## config.mk

```make
export PLATFORM = sky130hd
export DESIGN_NAME = varint_7bit_be_codec_core_flat
export DESIGN_NICKNAME = d
export VERILOG_FILES = /design/src/hdl/vlqc_pkg.sv /design/src/hdl/vlqc_stream_if.sv /design/src/hdl/vlqc_digit_unit.sv /design/src/hdl/varint_7bit_be_codec_core.sv /design/src/flat_wrapper.sv
export SDC_FILE = /design/constraint.sdc
export NUM_CORES = 1
export LEC_CHECK = 0
export BUFFER_PORTS_ARGS = -buffer_cell sky130_fd_sc_hd__buf_2
export CELL_PAD_IN_SITES_DETAIL_PLACEMENT = 2
export CELL_PAD_IN_SITES_GLOBAL_PLACEMENT = 2
export CORE_MARGIN = 2
export CORE_UTILIZATION = 25
export CTS_CLUSTER_DIAMETER = 30
export DETAILED_ROUTE_END_ITERATION = 16
export MAX_ROUTING_LAYER = met4
export PLACE_DENSITY_LB_ADDON = 0.1
export SYNTH_ARGS = -nofsm -noshare
export SYNTH_HDL_FRONTEND = slang
export SYNTH_HIERARCHICAL = 1
export SYNTH_SLANG_ARGS = --single-unit
```

## constraint.sdc

```tcl
create_clock -name i_clk -period 4.2 [get_ports i_clk]
set_clock_uncertainty 0.2 [all_clocks]
set_input_delay 0.84 -clock i_clk [delete_from_list [all_inputs] [get_ports i_clk]]
set_output_delay 0.84 -clock i_clk [all_outputs]
set_load 0.005 [all_outputs]
```

## src/hdl/vlqc_pkg.sv

```systemverilog
// Shared constants, types and helpers for the 7-bit big-endian varint codec.
`default_nettype none
package vlqc_pkg;

    localparam int unsigned VALUE_W  = 32;
    localparam int unsigned DIGIT_W  = 7;
    localparam int unsigned BYTE_W   = 8;
    localparam int unsigned COUNT_W  = 3;
    localparam int unsigned MAX_DIGITS = 5;
    localparam int unsigned WORK_W   = DIGIT_W * MAX_DIGITS;

    localparam logic [1:0] CMD_ENCODE = 2'd0;
    localparam logic [1:0] CMD_SIZE   = 2'd1;
    localparam logic [1:0] CMD_DECODE = 2'd2;

    localparam logic [COUNT_W-1:0] COUNT_MAX = COUNT_W'(MAX_DIGITS);

    typedef logic [WORK_W-1:0]  t_work;
    typedef logic [DIGIT_W-1:0] t_digit;

    // number of 7-bit digits needed for a value, at least one
    function automatic logic [COUNT_W-1:0] digit_count(input logic [VALUE_W-1:0] v);
        logic [COUNT_W-1:0] n;
        begin
            if (v[31:28] != '0) begin
                n = 3'd5;
            end else if (v[27:21] != '0) begin
                n = 3'd4;
            end else if (v[20:14] != '0) begin
                n = 3'd3;
            end else if (v[13:7] != '0) begin
                n = 3'd2;
            end else begin
                n = 3'd1;
            end
            return n;
        end
    endfunction

    // place the leading digit of a value at the top of the work word
    function automatic t_work align_work(input logic [VALUE_W-1:0] v,
                                         input logic [COUNT_W-1:0] n);
        t_work w;
        begin
            case (n)
                3'd5:    w = {3'b000, v};
                3'd4:    w = {v[27:0], 7'd0};
                3'd3:    w = {v[20:0], 14'd0};
                3'd2:    w = {v[13:0], 21'd0};
                default: w = {v[6:0], 28'd0};
            endcase
            return w;
        end
    endfunction

endpackage
`default_nettype wire

```

## src/hdl/vlqc_stream_if.sv

```systemverilog
// Valid/ready channels for command items and result items.
`default_nettype none
interface vlqc_cmd_if;
    logic        valid;
    logic        ready;
    logic [1:0]  command;
    logic [31:0] value;
    logic [7:0]  in_byte;

    modport source (output valid, output command, output value, output in_byte, input ready);
    modport sink   (input valid, input command, input value, input in_byte, output ready);
endinterface

interface vlqc_res_if;
    logic        valid;
    logic        ready;
    logic [7:0]  out_byte;
    logic [31:0] decoded_value;
    logic [2:0]  byte_count;
    logic        terminated;
    logic        last;

    modport source (output valid, output out_byte, output decoded_value, output byte_count,
                    output terminated, output last, input ready);
    modport sink   (input valid, input out_byte, input decoded_value, input byte_count,
                    input terminated, input last, output ready);
endinterface
`default_nettype wire

```

## src/hdl/vlqc_digit_unit.sv

```systemverilog
// Shared 7-bit digit shifter: takes the top digit and shifts a new digit in at the bottom.
`default_nettype none
module vlqc_digit_unit
    import vlqc_pkg::*;
(
    input  wire t_work  i_operand,
    input  wire t_digit i_digit,
    output t_work       o_shifted,
    output t_digit      o_top
);

    assign o_top     = i_operand[WORK_W-1 -: DIGIT_W];
    assign o_shifted = {i_operand[WORK_W-DIGIT_W-1:0], i_digit};

endmodule
`default_nettype wire

```

## src/hdl/varint_7bit_be_codec_core.sv

```systemverilog
// Top level of the 7-bit big-endian varint codec.
// Size query and decode: result registered in the cycle after the completing item; one item
//   per cycle while output is free. Encode of an n-digit value: bytes leave one per cycle
//   while output is free, through the shared digit shifter, encode state and result register;
//   the next item is taken after the last byte. Output stalls hold the sequencer and the input.
// Reset (synchronous, active low) clears the decode accumulator, byte count and all valids.
`default_nettype none
module varint_7bit_be_codec_core
    import vlqc_pkg::*;
(
    input  wire             i_clk,
    input  wire             i_rst_n,
    vlqc_cmd_if.sink        i_cmd,
    vlqc_res_if.source      o_res
);

    typedef enum logic {
        ST_IDLE,
        ST_ENCODE
    } t_state;

    t_state               r_state,   n_state;
    t_work                r_work,    n_work;
    logic [COUNT_W-1:0]   r_rem,     n_rem;
    logic [VALUE_W-1:0]   r_acc,     n_acc;
    logic [COUNT_W-1:0]   r_taken,   n_taken;
    logic                 r_ovalid,  n_ovalid;
    logic [BYTE_W-1:0]    r_obyte,   n_obyte;
    logic [VALUE_W-1:0]   r_oval,    n_oval;
    logic [COUNT_W-1:0]   r_ocnt,    n_ocnt;
    logic                 r_oterm,   n_oterm;
    logic                 r_olast,   n_olast;

    t_work                unit_operand;
    t_digit               unit_digit;
    t_work                unit_shifted;
    t_digit               unit_top;
    logic                 out_free;
    logic                 accept;
    logic [COUNT_W-1:0]   in_count;
    logic [COUNT_W-1:0]   taken_inc;

    vlqc_digit_unit u_digit (
        .i_operand (unit_operand),
        .i_digit   (unit_digit),
        .o_shifted (unit_shifted),
        .o_top     (unit_top)
    );

    assign out_free    = !r_ovalid || o_res.ready;
    assign i_cmd.ready = (r_state == ST_IDLE) && out_free;
    assign accept      = i_cmd.valid && i_cmd.ready;
    assign in_count    = digit_count(i_cmd.value);
    assign taken_inc   = r_taken + 3'd1;

    always_comb begin
        if (r_state == ST_ENCODE) begin
            unit_operand = r_work;
            unit_digit   = '0;
        end else begin
            unit_operand = {{(WORK_W-VALUE_W){1'b0}}, r_acc};
            unit_digit   = i_cmd.in_byte[DIGIT_W-1:0];
        end
    end

    always_comb begin
        n_state  = r_state;
        n_work   = r_work;
        n_rem    = r_rem;
        n_acc    = r_acc;
        n_taken  = r_taken;
        n_ovalid = r_ovalid && !o_res.ready;
        n_obyte  = r_obyte;
        n_oval   = r_oval;
        n_ocnt   = r_ocnt;
        n_oterm  = r_oterm;
        n_olast  = r_olast;

        case (r_state)
            ST_IDLE: begin
                if (accept) begin
                    case (i_cmd.command)
                        CMD_ENCODE: begin
                            n_work  = align_work(i_cmd.value, in_count);
                            n_rem   = in_count;
                            n_state = ST_ENCODE;
                        end
                        CMD_SIZE: begin
                            n_ovalid = 1'b1;
                            n_obyte  = '0;
                            n_oval   = '0;
                            n_ocnt   = in_count;
                            n_oterm  = 1'b0;
                            n_olast  = 1'b1;
                        end
                        CMD_DECODE: begin
                            if (i_cmd.in_byte[BYTE_W-1] || taken_inc == COUNT_MAX) begin
                                n_ovalid = 1'b1;
                                n_obyte  = '0;
                                n_oval   = unit_shifted[VALUE_W-1:0];
                                n_ocnt   = taken_inc;
                                n_oterm  = i_cmd.in_byte[BYTE_W-1];
                                n_olast  = 1'b1;
                                n_acc    = '0;
                                n_taken  = '0;
                            end else begin
                                n_acc   = unit_shifted[VALUE_W-1:0];
                                n_taken = taken_inc;
                            end
                        end
                        default: begin
                        end
                    endcase
                end
            end
            ST_ENCODE: begin
                if (out_free) begin
                    n_ovalid = 1'b1;
                    n_obyte  = {(r_rem == 3'd1), unit_top};
                    n_oval   = '0;
                    n_ocnt   = '0;
                    n_oterm  = 1'b0;
                    n_olast  = (r_rem == 3'd1);
                    n_work   = unit_shifted;
                    n_rem    = r_rem - 3'd1;
                    if (r_rem == 3'd1) begin
                        n_state = ST_IDLE;
                    end
                end
            end
            default: begin
                n_state = ST_IDLE;
            end
        endcase
    end

    always_ff @(posedge i_clk) begin
        if (!i_rst_n) begin
            r_state  <= ST_IDLE;
            r_acc    <= '0;
            r_taken  <= '0;
            r_ovalid <= 1'b0;
        end else begin
            r_state  <= n_state;
            r_acc    <= n_acc;
            r_taken  <= n_taken;
            r_ovalid <= n_ovalid;
        end
        r_work  <= n_work;
        r_rem   <= n_rem;
        r_obyte <= n_obyte;
        r_oval  <= n_oval;
        r_ocnt  <= n_ocnt;
        r_oterm <= n_oterm;
        r_olast <= n_olast;
    end

    assign o_res.valid         = r_ovalid;
    assign o_res.out_byte      = r_obyte;
    assign o_res.decoded_value = r_oval;
    assign o_res.byte_count    = r_ocnt;
    assign o_res.terminated    = r_oterm;
    assign o_res.last          = r_olast;

endmodule
`default_nettype wire
```

## src/flat_wrapper.sv

```systemverilog
// flat-port wrapper written by rule: the top's interface ports become plain ports
module varint_7bit_be_codec_core_flat import vlqc_pkg::*;
  (i_clk, i_rst_n, i_cmd_valid, i_cmd_command, i_cmd_value, i_cmd_in_byte, i_cmd_ready, o_res_valid, o_res_out_byte, o_res_decoded_value, o_res_byte_count, o_res_terminated, o_res_last, o_res_ready);
  vlqc_cmd_if i_cmd_i ();
  vlqc_res_if o_res_i ();
  input  wire i_clk;
  input  wire i_rst_n;
  input wire logic [$bits(i_cmd_i.valid)-1:0] i_cmd_valid;
  input wire logic [$bits(i_cmd_i.command)-1:0] i_cmd_command;
  input wire logic [$bits(i_cmd_i.value)-1:0] i_cmd_value;
  input wire logic [$bits(i_cmd_i.in_byte)-1:0] i_cmd_in_byte;
  output wire logic [$bits(i_cmd_i.ready)-1:0] i_cmd_ready;
  output wire logic [$bits(o_res_i.valid)-1:0] o_res_valid;
  output wire logic [$bits(o_res_i.out_byte)-1:0] o_res_out_byte;
  output wire logic [$bits(o_res_i.decoded_value)-1:0] o_res_decoded_value;
  output wire logic [$bits(o_res_i.byte_count)-1:0] o_res_byte_count;
  output wire logic [$bits(o_res_i.terminated)-1:0] o_res_terminated;
  output wire logic [$bits(o_res_i.last)-1:0] o_res_last;
  input wire logic [$bits(o_res_i.ready)-1:0] o_res_ready;
  assign i_cmd_i.valid = i_cmd_valid;
  assign i_cmd_i.command = i_cmd_command;
  assign i_cmd_i.value = i_cmd_value;
  assign i_cmd_i.in_byte = i_cmd_in_byte;
  assign i_cmd_ready = i_cmd_i.ready;
  assign o_res_valid = o_res_i.valid;
  assign o_res_out_byte = o_res_i.out_byte;
  assign o_res_decoded_value = o_res_i.decoded_value;
  assign o_res_byte_count = o_res_i.byte_count;
  assign o_res_terminated = o_res_i.terminated;
  assign o_res_last = o_res_i.last;
  assign o_res_i.ready = o_res_ready;
  varint_7bit_be_codec_core u_core (.i_clk(i_clk), .i_rst_n(i_rst_n), .i_cmd(i_cmd_i), .o_res(o_res_i));
endmodule
```

==> flow_metrics.tcl <==
set metrics [dict create \
    post_synth_inst_count 606 \
    detailed_place_hpwl_um 15200 \
    path_max_fanout 16 \
    run_status "finished clean" \
    grt_max_degree 97 \
    worst-setup-path-type "primary input to flop" \
    cts-resized-gates 0 \
    die_h_um 165 \
    xor_xnor_fraction_of_synth_area_pct 0.271 \
    irDropWorstVdd_mv 0.217 \
    crit_required_ps 4190 \
    min-delay-start "u_core/r_acc[2]" \
    route.antenna.remaining_nets 0 \
    die-area_mm2 0.0271 \
    clock_sinks 120 \
    critical_path.startpoint "i_cmd_value[28]" \
    power.share.combinational_pct 10.3 \
    antenna_cells 0 \
    master_cell_of_the_clock_root_buffer "sky130_fd_sc_hd__clkbuf_16" \
    synthDistinctLibCells 47 \
    mappedNetlistArea_mm2 0.00645 \
    ys_top_cells_by_count "83 x sky130_fd_sc_hd__edfxtp_1, 64 x sky130_fd_sc_hd__nand2_1, 53 x sky130_fd_sc_hd__nand3_1, 48 x sky130_fd_sc_hd__buf_4, 45 x sky130_fd_sc_hd__and2_1" \
    setup_viol 0 \
    synth_flop_cell "sky130_fd_sc_hd__edfxtp_1" \
    yosysWarningCount 6 \
    grt_pass1_wl_um 33900 \
    top_level_ports 93 \
    worst_skew_pair_latency_ps 420 \
    library_cell_with_the_largest_summed_area_after_synthesis "sky130_fd_sc_hd__edfxtp_1" \
    worst_slack_ps 1310 \
    p_switching_uw 762 \
    flow.area_growth_from_synthesis_pct 16.2 \
    synth_mux_area_share_pct 6.05 \
    floorplan.die.width_um 165 \
    slew-limit-headroom_pct 49.4 \
    drt_pass1_iterations 5 \
    maxCapViolations 0 \
    number_of_inserted_filler_cells_in_the_final_layout 2796 \
    postCtsSetupBuffers 0 \
    power_per_cell_area_mw_per_mm2 411 \
    synth_compound_area_share_pct 15.6 \
    hold_viol 0 \
    tritoncts.num_buffers 17 \
    design.core.area_mm2 0.0253 \
    initialDrtViolationCount 307 \
    cellInternalPower_mw 2.32 \
    slew_violations 0 \
    grt_util_overall_pct 17.5 \
    period_minus_slack_ps 2890 \
    final.setup.tns_ps 0 \
    grt_pass1_vias 5375 \
    p_leak_nw 2.64 \
    seq_area_frac_synth_pct 50.1 \
    pre_cts_setup_slack_ps 904 \
    layout.area.seq_mm2 0.00324 \
    io_buffer_count 92 \
    placement_rows 58 \
    post-synth-top-count-cell "sky130_fd_sc_hd__edfxtp_1" \
    clkSlewWorstSetupHoldPaths_ps 50 \
    antenna_found_initial 0 \
    finalCritPeriodShare_pct 68.8 \
    max_freq_mhz 346 \
    routed_wire_length_per_instance_um 22.4 \
    sw_frac_of_total_pct 24.7 \
    postSynthNetCount 659 \
    async_reset_ff_share_pct 0 \
    initial_core_util_pct 25.6 \
    yosys.area.top_type_share_pct 38.6 \
    cts_hold_fix_bufs 0 \
    gr-total-overflow 0 \
    viasPerCell 5.05 \
    worstSetupEndpointType "flop" \
    yosys.area_share.adder_pct 1.36 \
    worstMarginPinSlew_ps 759 \
    rsz_0062_raised_after_global_routing "no" \
    hold-worst-slack_ps 256 \
    cts_tree "built" \
    drc_errors 0 \
    layout-drive-gt1-share_pct 27.7 \
    synth_area_per_cell_um2 10.6 \
    vias 4967 \
    largest_family_of_logic_cells_by_synthesized_area "simple AND/OR/NAND/NOR gates" \
    rr_startpoint "u_core/r_taken[1]" \
    start_kind "primary input" \
    max-clock-path-buffers 2 \
    sequentialPowerShare_pct 43.8 \
    wirelength_um 22000 \
    cp.arrival_ps 2880 \
    synth.ff_latch_count 120 \
    area_taken_by_multi_input_logic_gates_mm2 0.00265 \
    routabilityCongestion 0.784 \
    pwr-share-clk_pct 45.9 \
    cells_taking_the_most_area_after_synthesis "sky130_fd_sc_hd__edfxtp_1 39%, sky130_fd_sc_hd__dfxtp_1 11%, sky130_fd_sc_hd__buf_4 5.6%, sky130_fd_sc_hd__mux2_2 5.6%, sky130_fd_sc_hd__and2_1 4.4%" \
    ctsHtreeMaxLevel 4 \
    synth_edf_count 83 \
    synth_simple_gate_area_share_pct 17.3 \
    fin_nets 694 \
    hp-class "flop to flop" \
]
## layout make-up
| class | count | area share [%] |
|---|---|---|
| clock buffers | 21 | 6.01 |
| clock inverters | 11 | 1.42 |
| inverters | 15 | 0.751 |
| multi-input cells | 383 | 35.3 |
| flip-flops and latches | 120 | 43.2 |
| well taps | 330 | 5.51 |
| repair buffers | 104 | 7.84 |
## power by group through the flow
stage                     logic [mW]  clock network [mW]  registers [mW]
final                          0.319                1.42            1.35
after global routing           0.353                1.52            1.36
after CTS                      0.327                1.46            1.35
after detailed placement       0.327                   0            1.38
after global placement         0.320                   0            1.38
after floorplan                0.184                   0            1.38
## state kept, by name, summed over array words and instances, names as in the netlist
signal,cells
u_core/r_work,35
u_core/o_res.decoded_value,32
u_core/r_acc,32
u_core/o_res.out_byte,8
u_core/o_res.byte_count,3
u_core/r_rem,3
u_core/r_taken,3
u_core/o_res.last,1
u_core/o_res.terminated,1
u_core/o_res.valid,1
u_core/r_state,1
## path summary, 6_finish.rpt
kind,end,slack [ps],cells after the start
setup / recovery,u_core/r_work[28],1310,6
hold / removal,u_core/r_acc[2],260,2
setup reg to reg,u_core/o_res.decoded_value[19],1420,6
hold reg to reg,u_core/r_acc[2],260,2
## critical path, cell delays in order
cell,delay (ps)
sky130_fd_sc_hd__buf_2,130
sky130_fd_sc_hd__nor4_4,600
sky130_fd_sc_hd__and3_1,550
sky130_fd_sc_hd__buf_4,310
sky130_fd_sc_hd__o221ai_1,150
sky130_fd_sc_hd__a222oi_1,300
## through the flow
step / util, % / power [mW] / instance area, µm² / std cells
floorplan: - / 1.56 / 6460 / 606
global placement: 27.5 / 1.70 / 6940 / 952
detailed placement: 27.5 / 1.70 / 6940 / 952
CTS: 29.7 / 3.14 / 7500 / 984
global route: 29.7 / 3.23 / 7500 / 984
finish: 29.7 / 3.09 / 7500 / 984
## placed cells by master, fill, tap and decap left out, types with 3 or more instances in the layout
master | synthesis | layout
sky130_fd_sc_hd__a22oi_1 | 14 | 14
sky130_fd_sc_hd__a221oi_1 | 3 | 3
sky130_fd_sc_hd__ha_1 | 7 | 7
sky130_fd_sc_hd__a211oi_1 | 4 | 4
sky130_fd_sc_hd__edfxtp_1 | 83 | 83
sky130_fd_sc_hd__a21boi_0 | 33 | 33
sky130_fd_sc_hd__o221ai_1 | 4 | 4
sky130_fd_sc_hd__dfxtp_1 | 37 | 36
sky130_fd_sc_hd__buf_4 | 48 | 9
sky130_fd_sc_hd__and2_1 | 45 | 45
sky130_fd_sc_hd__nand2_1 | 64 | 64
sky130_fd_sc_hd__clkbuf_16 | 0 | 17
sky130_fd_sc_hd__nand4_1 | 8 | 8
sky130_fd_sc_hd__nor2_1 | 4 | 4
sky130_fd_sc_hd__nor4_4 | 4 | 4
sky130_fd_sc_hd__mux2_2 | 32 | 32
sky130_fd_sc_hd__a222oi_1 | 18 | 18
sky130_fd_sc_hd__clkinv_1 | 0 | 3
sky130_fd_sc_hd__o221a_1 | 3 | 3
sky130_fd_sc_hd__buf_12 | 0 | 3
sky130_fd_sc_hd__buf_2 | 5 | 92
sky130_fd_sc_hd__o31ai_1 | 8 | 8
sky130_fd_sc_hd__o22ai_1 | 8 | 7
sky130_fd_sc_hd__clkinv_2 | 0 | 4
sky130_fd_sc_hd__mux2i_1 | 3 | 3
sky130_fd_sc_hd__clkbuf_1 | 26 | 3
sky130_fd_sc_hd__or2_2 | 4 | 4
sky130_fd_sc_hd__inv_1 | 15 | 15
sky130_fd_sc_hd__nor3_1 | 3 | 3
sky130_fd_sc_hd__o21ai_1 | 5 | 5
sky130_fd_sc_hd__nand3_1 | 53 | 53
sky130_fd_sc_hd__a21oi_1 | 10 | 8
sky130_fd_sc_hd__a31oi_1 | 7 | 7
sky130_fd_sc_hd__o21ai_0 | 11 | 11
sky130_fd_sc_hd__nor2b_1 | 9 | 8
## cell families (layout without fill, tap and decap cells)
group           count (synthesis)  count (layout)
compound gates                135             135
simple gates                  204             204
mux                            35              35
flops                         120             120
fa+ha+maj                       7               7
xor+xnor                        2               2
buf+inv                       103             151
## layer usage
layer | vias to the layer above | routed length (µm) | global-route usage, %
li1 | 2276 | - | -
met1 | 2543 | 10600 | 23.6
met2 | 129 | 10300 | 27.3
met3 | 19 | 908 | 3.49
met4 | 0 | 217 | 3.60
met5 | - | 0 | -
(Power assumes the default switching activity.)
